--- src/hdl/b64d_pkg.sv ---
`timescale 1ns / 1ps
// ----------------------------------------------------------------------------
// b64d_pkg
// Shared types, codes and the character classifier of the base64 decoder.
// ----------------------------------------------------------------------------
package b64d_pkg;

  // classifier codes above the 64 symbol values
  localparam logic [6:0] CLASS_PAD   = 7'd64;
  localparam logic [6:0] CLASS_SPACE = 7'd65;
  localparam logic [6:0] CLASS_BAD   = 7'd66;

  // configuration register indexes
  localparam logic [1:0] REG_URL_SAFE     = 2'd0;
  localparam logic [1:0] REG_SKIP_SPACE   = 2'd1;
  localparam logic [1:0] REG_PADDING_MODE = 2'd2;

  // padding modes; mode three behaves as required
  localparam logic [1:0] PAD_REJECT   = 2'd0;
  localparam logic [1:0] PAD_OPTIONAL = 2'd1;
  localparam logic [1:0] PAD_REQUIRED = 2'd2;

  typedef enum logic [1:0] {
    STATUS_BUSY = 2'd0,
    STATUS_OK   = 2'd1,
    STATUS_ERR  = 2'd2
  } status_t;

  typedef struct packed {
    logic       url_safe;
    logic       skip_space;
    logic [1:0] padding_mode;
  } cfg_t;

  // results of one request: up to three bytes, count 0 means a single empty result
  typedef struct packed {
    logic [2:0][7:0] octets;
    logic [1:0]      count;
    status_t         status;
  } result_t;

  function automatic logic [6:0] classify(input logic [7:0] c, input logic url_safe);
    logic [6:0] cls;
    case (c) inside
      [8'h41:8'h5A]: cls = 7'(c - 8'h41);           // A..Z
      [8'h61:8'h7A]: cls = 7'(c - 8'h61 + 8'd26);   // a..z
      [8'h30:8'h39]: cls = 7'(c - 8'h30 + 8'd52);   // 0..9
      8'h2B:         cls = url_safe ? CLASS_BAD : 7'd62;   // '+'
      8'h2F:         cls = url_safe ? CLASS_BAD : 7'd63;   // '/'
      8'h2D:         cls = url_safe ? 7'd62 : CLASS_BAD;   // '-'
      8'h5F:         cls = url_safe ? 7'd63 : CLASS_BAD;   // '_'
      8'h3D:         cls = CLASS_PAD;                      // '='
      8'h20, 8'h09, 8'h0A: cls = CLASS_SPACE;
      default:       cls = CLASS_BAD;
    endcase
    return cls;
  endfunction

endpackage

--- src/hdl/b64d_core.sv ---
`timescale 1ns / 1ps
// ----------------------------------------------------------------------------
// b64d_core
// Decoder state and the per-character decode step. The result of a request is
// formed combinationally from the request and the current state; state moves
// on the accepting edge.
// ----------------------------------------------------------------------------
module b64d_core (
  input  logic             clk,
  input  logic             rst,
  input  logic             accept,
  input  logic [7:0]       char_code,
  input  logic             msg_end,
  input  b64d_pkg::cfg_t   cfg,
  output b64d_pkg::result_t result
);

  logic [5:0] held_symbols [3];
  logic [1:0] held_count, held_count_next;
  logic [1:0] pad_count, pad_count_next;
  logic       group_padded, group_padded_next;
  logic       error_flag, error_flag_next;
  logic       store_en;

  logic [6:0] cls;
  logic       allow_pad, require_pad, partial_ok, fail;
  logic [5:0] last_sym;

  assign allow_pad   = cfg.padding_mode != b64d_pkg::PAD_REJECT;
  assign require_pad = cfg.padding_mode[1];
  assign cls         = b64d_pkg::classify(char_code, cfg.url_safe);

  // unused low bits of a partial group must be zero
  always_comb begin
    case (held_count)
      2'd3:    partial_ok = held_symbols[2][1:0] == 2'b00;
      2'd2:    partial_ok = held_symbols[1][3:0] == 4'b0000;
      default: partial_ok = 1'b0;
    endcase
  end

  always_comb begin
    held_count_next   = held_count;
    pad_count_next    = pad_count;
    group_padded_next = group_padded;
    error_flag_next   = error_flag;
    store_en          = 1'b0;
    fail              = 1'b0;
    last_sym          = 6'd0;
    result.count      = 2'd0;
    result.status     = b64d_pkg::STATUS_BUSY;

    if (error_flag) begin
      result.status = b64d_pkg::STATUS_ERR;
    end else if (msg_end) begin
      if (group_padded || (pad_count == 2'd0 && held_count == 2'd0)) begin
        result.status = b64d_pkg::STATUS_OK;
      end else if (pad_count == 2'd0 && !require_pad && partial_ok) begin
        result.status = b64d_pkg::STATUS_OK;
        result.count  = held_count - 2'd1;
      end else begin
        fail = 1'b1;
      end
      held_count_next   = 2'd0;
      pad_count_next    = 2'd0;
      group_padded_next = 1'b0;
    end else if (cls < b64d_pkg::CLASS_PAD) begin
      if (pad_count != 2'd0 || group_padded) begin
        fail = 1'b1;
      end else if (held_count != 2'd3) begin
        store_en        = 1'b1;
        held_count_next = held_count + 2'd1;
      end else begin
        last_sym        = cls[5:0];
        result.count    = 2'd3;
        held_count_next = 2'd0;
      end
    end else if (cls == b64d_pkg::CLASS_SPACE) begin
      fail = !cfg.skip_space;
    end else if (cls == b64d_pkg::CLASS_PAD) begin
      if (!allow_pad || group_padded || !partial_ok) begin
        fail = 1'b1;
      end else if ({1'b0, held_count} + {1'b0, pad_count} + 3'd1 == 3'd4) begin
        // padding completes the group
        result.count      = held_count - 2'd1;
        held_count_next   = 2'd0;
        pad_count_next    = 2'd0;
        group_padded_next = 1'b1;
      end else begin
        pad_count_next = pad_count + 2'd1;
      end
    end else begin
      fail = 1'b1;
    end

    if (fail) begin
      error_flag_next = 1'b1;
      result.status   = b64d_pkg::STATUS_ERR;
      result.count    = 2'd0;
    end

    result.octets[0] = {held_symbols[0], held_symbols[1][5:4]};
    result.octets[1] = {held_symbols[1][3:0], held_symbols[2][5:2]};
    result.octets[2] = {held_symbols[2][1:0], last_sym};
  end

  always_ff @(posedge clk) begin
    if (rst) begin
      held_count   <= 2'd0;
      pad_count    <= 2'd0;
      group_padded <= 1'b0;
      error_flag   <= 1'b0;
    end else if (accept) begin
      held_count   <= held_count_next;
      pad_count    <= pad_count_next;
      group_padded <= group_padded_next;
      error_flag   <= error_flag_next;
    end
  end

  always_ff @(posedge clk) begin
    if (accept && store_en) begin
      held_symbols[held_count] <= cls[5:0];
    end
  end

endmodule

--- src/hdl/base64_strict_stream_decoder.sv ---
`timescale 1ns / 1ps
// ----------------------------------------------------------------------------
// base64_strict_stream_decoder
// Strict base64 decoder, one character or end marker per request.
//
//   channel  | direction | payload
//   s_*      | in        | tdata: char_code[7:0]; tuser: msg_end
//   m_*      | out       | tdata: out_byte[7:0], status[9:8]; tuser: byte_valid; tlast
//   cfg_*    | in        | index 0 url_safe, 1 skip_space, 2 padding_mode
//
// A request is decoded in the accepting cycle and its one to three results are
// held in an output buffer, which drains one result per cycle while m_tready is
// high. Throughput is one request per cycle while each request yields one result
// and m_tready stays high; a request that yields more bytes stalls the input.
// The input is taken while the last buffered result leaves, so m_tready stalls
// propagate without a bubble. Reset is synchronous and resets state and config.
// ----------------------------------------------------------------------------
module base64_strict_stream_decoder (
  input  logic        clk,
  input  logic        rst,
  input  logic        s_tvalid,
  output logic        s_tready,
  input  logic [7:0]  s_tdata,   // char_code[7:0]
  input  logic        s_tuser,   // msg_end
  output logic        m_tvalid,
  input  logic        m_tready,
  output logic [15:0] m_tdata,   // out_byte[7:0], status[9:8], zero [15:10]
  output logic        m_tuser,   // byte_valid
  output logic        m_tlast,
  input  logic        cfg_we,
  input  logic [1:0]  cfg_index,
  input  logic [1:0]  cfg_wdata
);

  b64d_pkg::cfg_t    cfg;
  b64d_pkg::result_t result;
  logic              accept;

  logic              out_valid;
  logic [1:0]        out_remain;
  logic              out_has_byte;
  logic [2:0][7:0]   out_octets;
  b64d_pkg::status_t out_status;

  always_ff @(posedge clk) begin
    if (rst) begin
      cfg.url_safe     <= 1'b0;
      cfg.skip_space   <= 1'b0;
      cfg.padding_mode <= b64d_pkg::PAD_OPTIONAL;
    end else if (cfg_we) begin
      case (cfg_index)
        b64d_pkg::REG_URL_SAFE:     cfg.url_safe     <= cfg_wdata[0];
        b64d_pkg::REG_SKIP_SPACE:   cfg.skip_space   <= cfg_wdata[0];
        b64d_pkg::REG_PADDING_MODE: cfg.padding_mode <= cfg_wdata;
        default: ;
      endcase
    end
  end

  assign s_tready = !out_valid || (m_tready && out_remain == 2'd1);
  assign accept   = s_tvalid && s_tready;

  b64d_core u_core (
    .clk          (clk),
    .rst          (rst),
    .accept       (accept),
    .char_code    (s_tdata),
    .msg_end      (s_tuser),
    .cfg          (cfg),
    .result       (result)
  );

  always_ff @(posedge clk) begin
    if (rst) begin
      out_valid  <= 1'b0;
      out_remain <= 2'd0;
    end else if (accept) begin
      out_valid  <= 1'b1;
      out_remain <= (result.count == 2'd0) ? 2'd1 : result.count;
    end else if (out_valid && m_tready) begin
      if (out_remain == 2'd1) begin
        out_valid <= 1'b0;
      end
      out_remain <= out_remain - 2'd1;
    end
  end

  // payload: load on accept, shift the next byte down as each result leaves
  always_ff @(posedge clk) begin
    if (accept) begin
      out_octets   <= result.octets;
      out_has_byte <= result.count != 2'd0;
      out_status   <= result.status;
    end else if (out_valid && m_tready) begin
      out_octets[0] <= out_octets[1];
      out_octets[1] <= out_octets[2];
    end
  end

  assign m_tvalid = out_valid;
  assign m_tdata  = {6'd0, out_status, out_has_byte ? out_octets[0] : 8'd0};
  assign m_tuser  = out_has_byte;
  assign m_tlast  = out_remain == 2'd1;

endmodule
--- config.mk ---
export PLATFORM = sky130hd
export DESIGN_NAME = base64_strict_stream_decoder
export DESIGN_NICKNAME = d
export VERILOG_FILES = /design/src/hdl/b64d_pkg.sv /design/src/hdl/b64d_core.sv /design/src/hdl/base64_strict_stream_decoder.sv
export SDC_FILE = /design/constraint.sdc
export NUM_CORES = 1
export LEC_CHECK = 0
export BUFFER_PORTS_ARGS = -buffer_cell sky130_fd_sc_hd__buf_2
export CORE_UTILIZATION = 45
export CTS_BUF_LIST = sky130_fd_sc_hd__clkbuf_16
export CTS_CLUSTER_SIZE = 12
export DETAILED_ROUTE_END_ITERATION = 8
export HOLD_SLACK_MARGIN = 0.12
export MAX_ROUTING_LAYER = met4
export PLACE_DENSITY = 0.66
export SLEW_MARGIN = 30
export SYNTH_ARGS = -nofsm -noshare
export SYNTH_HDL_FRONTEND = slang
export SYNTH_SLANG_ARGS = --single-unit
--- constraint.sdc ---
create_clock -name clk -period 3 [get_ports clk]
set_input_delay 0.6 -clock clk [delete_from_list [all_inputs] [get_ports clk]]
set_output_delay 0.6 -clock clk [all_outputs]
set_load 0.02 [all_outputs]
### After elaboration in Yosys (flattened, before gate mapping)

Memory sizes are Yosys's and may differ from the RTL's.
Index checks and enable logic that the tools add are counted.

| word-level totals | value |
|---|---|
| bits in registers | 40 |
| bits in writable memories | 18 |
| bits of input ports | 18 |
| output and inout bits | 20 |
| logic and storage cells | 182 |
| memories | 1 |

Memories:

| name | depth | width | read ports | clocked after memory_dff | wr ports | line | source |
|---|---|---|---|---|---|---|---|
| u_core.held_symbols | 3 | 6 | 3 | 0 | 1 | b64d_core.sv:18 | `logic [5:0] held_symbols [3];` |

| operators by class | value |
|---|---|
| add/sub/neg operators | 11 |
| order comparisons | 7 |
| eq/ne operators | 23 |
| muxes and demuxes | 74 |
| bitwise logic cells | 3 |
| reductions and logical operators | 47 |

Operator list:

| cell | number |
|---|---|
| 7-bit 2-to-1 mux | 12 |
| 2-bit 2-to-1 mux | 31 |
| 8-bit by 6-bit == test with 1-bit output, second input constant | 5 |
| 16-bit 2-to-1 mux | 2 |
| 1-bit 2-to-1 mux | 25 |
| 8-bit by 4-bit == test with 1-bit output, second input constant | 2 |
| 8-bit by 7-bit >= comparator with 1-bit output, second input constant | 2 |
| 8-bit by 7-bit <= comparator with 1-bit output, second input constant | 2 |
| 7-bit == test, second input constant | 2 |
| 7-bit AND reduction | 2 |
| 2-bit nonzero test | 7 |
| 7-bit subtractor, second input constant | 2 |
| 1-bit logical AND | 10 |
| 2-bit zero test | 5 |
| 2-bit AND reduction | 5 |
| 8-bit by 7-bit == test with 1-bit output, second input constant | 1 |
| 8-bit by 6-bit >= comparator with 1-bit output, second input constant | 1 |
| 8-bit by 6-bit <= comparator with 1-bit output, second input constant | 1 |
| 4-bit 2-to-1 mux | 2 |
| 8-bit 2-to-1 mux | 1 |
| 2-bit inequality test, second input constant | 4 |
| 7-bit by 5-bit adder with 7-bit output, second input constant | 1 |
| 7-bit by 6-bit adder with 7-bit output, second input constant | 1 |
| 7-bit < comparator, second input constant | 1 |
| other kinds (20) | 38 |

### Logic depth before layout (Yosys ltp)

| depth | value |
|---|---|
| depth after elaboration | 21 |
| depth in mapped cells | 12 |
| gate-level depth less buffers | 11 |

### By module

From an unflattened synthesis, not the netlist that was laid out.

| second synthesis, totals | value |
|---|---|
| cell total of the unflattened synthesis | 326 |
| area total of the unflattened synthesis | 3,624.7 um^2 |

By module, submodules not included:

| module | times used | cells an instance | area each (um^2) | sequential area each (um^2) |
|---|---|---|---|---|
| b64d_core | 1 | 227 | 2,114.5 | 660.6 |
| base64_strict_stream_decoder | 1 | 99 | 1,510.2 | 950.9 |

### Worst setup path after synthesis

Ideal clock, no wire load.

| timing | value |
|---|---|
| path type | input -> register |
| start | input s_tdata[2] |
| end | register out_remain[0] |
| library setup time | 0.120 ns |
| arrival time | 3.020 ns |
| data required time | 2.880 ns |
| setup slack | -0.140 ns |
| cell stages on the path | 11 |
| cells stage by stage | buf_6 > inv_1 > ha_1 > and2_1 > a211o_1 > a21oi_1 > o21ai_1 > a222oi_1 > nand3b_1 > o31a_1 > o31a_1 |

| between the ends | value |
|---|---|
| cells in the longest elaborated chain, start to end | 21 |

Ends and longest elaborated chain:

| what | line | source |
|---|---|---|
| start, declared | base64_strict_stream_decoder.sv:23 | `input logic [7:0] s_tdata,` |
| parallel branches: the longest is 10 deep, another holds 7-bit by 6-bit subtractor with 7-bit output | -- |  |
| 7-bit 2-to-1 mux * | b64d_pkg.sv:44 | `case (c) inside` |
| parallel branches: the longest is 6 deep, another holds 7-bit < comparator | -- |  |
| 4-bit 2-to-1 mux * | b64d_core.sv:96 | `if (fail) begin` |
| 2-bit zero test | base64_strict_stream_decoder.sv:79 | `out_remain <= (result.count == 2'd0) ? 2'd1 : result.count;` |
| 2-bit 2-to-1 mux * | base64_strict_stream_decoder.sv:79 |  |
| 2-bit 2-to-1 mux * | base64_strict_stream_decoder.sv:77 | `end else if (accept) begin` |
| end signal, assigned | base64_strict_stream_decoder.sv:79 |  |
| end signal, assigned | base64_strict_stream_decoder.sv:84 | `out_remain <= out_remain - 2'd1;` |
| end, declared | base64_strict_stream_decoder.sv:40 | `logic [1:0] out_remain;` |

Every way passes the cells marked *.
A chain may end at the register's enable or synchronous reset.

### Final worst setup path

| timing | value |
|---|---|
| start | input s_tdata[3] |
| end | register out_remain[0] |

Same word-level chain as after synthesis.

==> flow_summary_export.csv <==
group,metric,value,unit
routing,post-route-drc-count,0,
status,run_status,"finished, final reports clean",
cells_and_area,layout-drive-gt1-share,0.286,
clocking,cts.htree.levels,3,
routing,detail_route.vias_per_cell,5.18,
clocking,holdBufCountCts,0,
floorplanning,initial_utilization,0.475,
clocking,cts_max_path_buffers,2,
place,place_hpwl,5610,um
power_and_ir_drop,leakagePower,0.00191,uW
routing,routed_wire_length_per_instance,14.0,um
floorplanning,ioPinCount,38,
clocking,total_clock_buffers_created_by_cts,9,
cells_and_area,multi_input_comb_area,1780,um2
logic_synthesis,synth_cells,361,
floorplanning,fp-row-count,31,
routing,detailroute.via_count,2831,
setup_path,timing.critical_path.fanout_max,7,
logic_synthesis,synth.top_cell.area_share,0.386,
place,place.gp.congestion,0.897,
sta,achievable_clock_frequency,0.346,GHz
setup_path,timing.critical_path.max_delay_family,"compound AO/OA/AOI/OAI gates",
logic_synthesis,async_reset_ff_frac,0,
logic_synthesis,synth.yosys.seq_area_share,0.460,
power_and_ir_drop,power-per-cell-area,503,nW/um2
setup_path,max_stage_delay,0.39,ns
global_route,grt_first_pass_wirelength,12700,um
global_route,maximum_number_of_pins_on_one_net_before_global_route_repair,30,
logic_synthesis,synth_area_per_cell,9.69,um2
cells_and_area,antenna_cells_inserted,0,
global_route,number_of_global_route_vias_before_repair,2779,
logic_synthesis,ys_types,64,
routing,detail-route-antenna-nets,0,
routing,drt_wl_total,7660,um
setup_path,critical_path_required,3.21,ns
place,io_buffers,31,
logic_synthesis,post_synth_instance_area,3500,um2
sta,final_count_of_negative_setup_slack_endpoints,0,
setup_path,worst_ep_arrival_time,3.10,ns
sta,final.setup.worst_slack,0.107,ns
global_route,grt_antenna_before_repair,0,
global_route,grt.total_usage,0.203,
floorplanning,die_h,90.2,um
clocking,cts_tree,"yes",
sta,finalHoldViolCount,0,
setup_path,critPathCaptureType,"register",
sta,post-route-period-util,0.964,
cells_and_area,seqCellArea,1610,um2
logic_synthesis,post_synthesis_register_bit_count,58,
run,cap_violations,0,
cells_and_area,area.growth.synth_to_final,28.8,%
logic_synthesis,synthTopCellsByArea,"sky130_fd_sc_hd__edfxtp_1, sky130_fd_sc_hd__nand2_1, sky130_fd_sc_hd__dfxtp_1, sky130_fd_sc_hd__ha_1, sky130_fd_sc_hd__and2_1",
logic_synthesis,synth_enable_flop_cells,45,
logic_synthesis,yosys_warnings,0,
routing,drt-pass1-iter-count,5,
setup_path,critical_path.cell_chain,"buf_8 -> inv_6 -> ha_4 -> nor4bb_4 -> a311oi_4 -> buf_4 -> a31oi_1 -> o21ai_2 -> a222oi_1 -> nand3b_1 -> o31a_1 -> o31a_1",
sta,clock_skew,0.00958,ns
sta,final_max_slew_viol_count,0,
cells_and_area,final_core_occ,0.612,
clocking,cts_sinks,58,
sta,final_period_minus_worst_setup_slack,2.89,ns
setup_path,critPathKind,"input port to register",
logic_synthesis,postSynth.topFlopCell,"sky130_fd_sc_hd__edfxtp_1",
power_and_ir_drop,power.ir.vdd_worst,365,uV
place,dpl.cell_count,528,
place,dp_slack,-0.351,ns
cells_and_area,number_of_inserted_filler_cells_in_the_final_layout,600,
setup_path,worstPathBufferInverterCount,3,
setup_path,critical_path.most_common_cell,"sky130_fd_sc_hd__o31a_1",
floorplanning,die-width,90.2,um
floorplanning,core_area,7370,um2
cells_and_area,post_layout_nonfiller_instances,547,
floorplanning,die-area,8130,um2
clocking,clockRootBuffer,"sky130_fd_sc_hd__clkbuf_16",
setup_path,crit_slowest_cell,"sky130_fd_sc_hd__a222oi_1",
logic_synthesis,post-synth-top-area-cell,"sky130_fd_sc_hd__edfxtp_1",
global_route,grt_overflow,0,
setup_path,critPathLaunchType,"input port",
worst_hold_path,min-delay-path-class,"register to register",
clocking,worstSkewPairLatency,0.32,ns
clocking,cts.reportedPaths.clkPinSlew,0.05,ns
cells_and_area,design.final.nets,477,
routing,drt-initial-drc-count,134,
## stage by stage
stage | setup TNS [ns] | hold slack (ns) | power (uW) | area (um2)
CTS | 0 | 0.481 | 2270 | 4380
global placement | -4.62 | 0.453 | 1260 | 4070
floorplan | 0 | 0.427 | 1150 | 3540
finish | 0 | 0.477 | 2270 | 4510
detailed placement | -6.00 | 0.469 | 1260 | 4070
global route | -0.253 | 0.492 | 2350 | 4510
## state kept, by name, indices dropped and copies added (netlist names)
name,count
cfg,4
m_tuser,1
m_tvalid,1
out_octets,24
out_remain,2
out_status,2
u_core.error_flag,1
u_core.group_padded,1
u_core.held_count,2
u_core.held_symbols,18
u_core.pad_count,2
## per-layer routing
metal	GRT usage	wire (um)	part of all wire	up-vias
li1	-	-	-	1444
met1	0.236	3350	0.44	1314
met2	0.343	3920	0.51	62
met3	0.0381	257	0.034	11
met4	0.0860	129	0.017	0
met5	-	0	0	-
## synth_stat cells, drive strengths merged (5+ instances only)
library cell	number
nand3b	6
nand2b	7
nor2	24
inv	18
a21oi	11
nand2	71
nand3	8
o21ai	14
edfxtp	45
nor3	5
buf	16
dfxtp	13
or3	5
and2	16
ha	16
xor2	5
mux2i	6
## where the power goes
group          switching, uW  total (uW)  leakage [uW]  internal (uW)
logic                    192         339       0.00123            147
registers               15.3         929      0.000537            914
clock network            358         997      0.000145            639
## placed cells by master (no fill, tap or decap), types with 3 or more instances in the layout
cell type and n:
sky130_fd_sc_hd__o211ai_1 3, sky130_fd_sc_hd__a21oi_1 10, sky130_fd_sc_hd__or3_1 4, sky130_fd_sc_hd__nor3_1 5, sky130_fd_sc_hd__o21a_1 4, sky130_fd_sc_hd__nor3b_1 4
sky130_fd_sc_hd__mux2i_1 6, sky130_fd_sc_hd__and2_1 16, sky130_fd_sc_hd__buf_4 54, sky130_fd_sc_hd__nand3b_1 6, sky130_fd_sc_hd__dfxtp_1 13, sky130_fd_sc_hd__buf_2 27
sky130_fd_sc_hd__clkinv_2 3, sky130_fd_sc_hd__nand3_1 8, sky130_fd_sc_hd__conb_1 6, sky130_fd_sc_hd__nor4_1 3, sky130_fd_sc_hd__o21ai_0 9, sky130_fd_sc_hd__ha_4 3
sky130_fd_sc_hd__edfxtp_1 45, sky130_fd_sc_hd__nor2b_1 3, sky130_fd_sc_hd__o21ai_1 3, sky130_fd_sc_hd__or4_1 3, sky130_fd_sc_hd__clkbuf_16 9, sky130_fd_sc_hd__nor2_1 24
sky130_fd_sc_hd__xnor2_1 4, sky130_fd_sc_hd__ha_1 12, sky130_fd_sc_hd__a31oi_1 3, sky130_fd_sc_hd__nand2_1 71, sky130_fd_sc_hd__nand2b_1 7, sky130_fd_sc_hd__or2_2 3
sky130_fd_sc_hd__xor2_1 5, sky130_fd_sc_hd__inv_1 14
## kinds of logic after synthesis
| kind of cell | Yosys count | synth area share |
|---|---|---|
| compound gates | 64 | 0.132 |
| xor+xnor | 9 | 0.0225 |
| fa+ha+maj | 16 | 0.0572 |
| buf+inv | 38 | 0.0622 |
| flops | 58 | 0.460 |
| mux | 6 | 0.0172 |
| other cells | 1 | 0.00107 |
| simple gates | 169 | 0.247 |
## path summary, 6_finish.rpt
| path | startpoint | to | slack [ns] | cells past startpoint |
|---|---|---|---|---|
| max | s_tdata[3] | out_remain[0]$_SDFFE_PP0P_ | 0.11 | 12 |
| min | u_core.held_symbols[2][0]$_DFFE_PP_ | out_octets[22]$_DFFE_PP_ | 0.48 | 0 |
| min reg2reg | u_core.held_symbols[2][0]$_DFFE_PP_ | out_octets[22]$_DFFE_PP_ | 0.48 | 0 |
| max reg2reg | u_core.held_count[0]$_SDFFE_PP0P_ | out_remain[0]$_SDFFE_PP0P_ | 0.29 | 9 |
## repair_timing
item | 4_1_cts | 5_1_grt
resized for setup | 1 | 30
setup buffers | 1 | 2
setup endpoints to repair | 2 | 26
pin swaps | 3 | 10
## area by class of cell
class	instances	share of cell area
Clock buffer	9	0.0500
Inverter	18	0.0183
Tap cell	99	0.0275
Multi-Input combinational cell	270	0.394
Clock inverter	7	0.0155
Sequential cell	58	0.357
Timing Repair Buffer	86	0.137
Note: power is estimated with default switching activity, not from simulation.
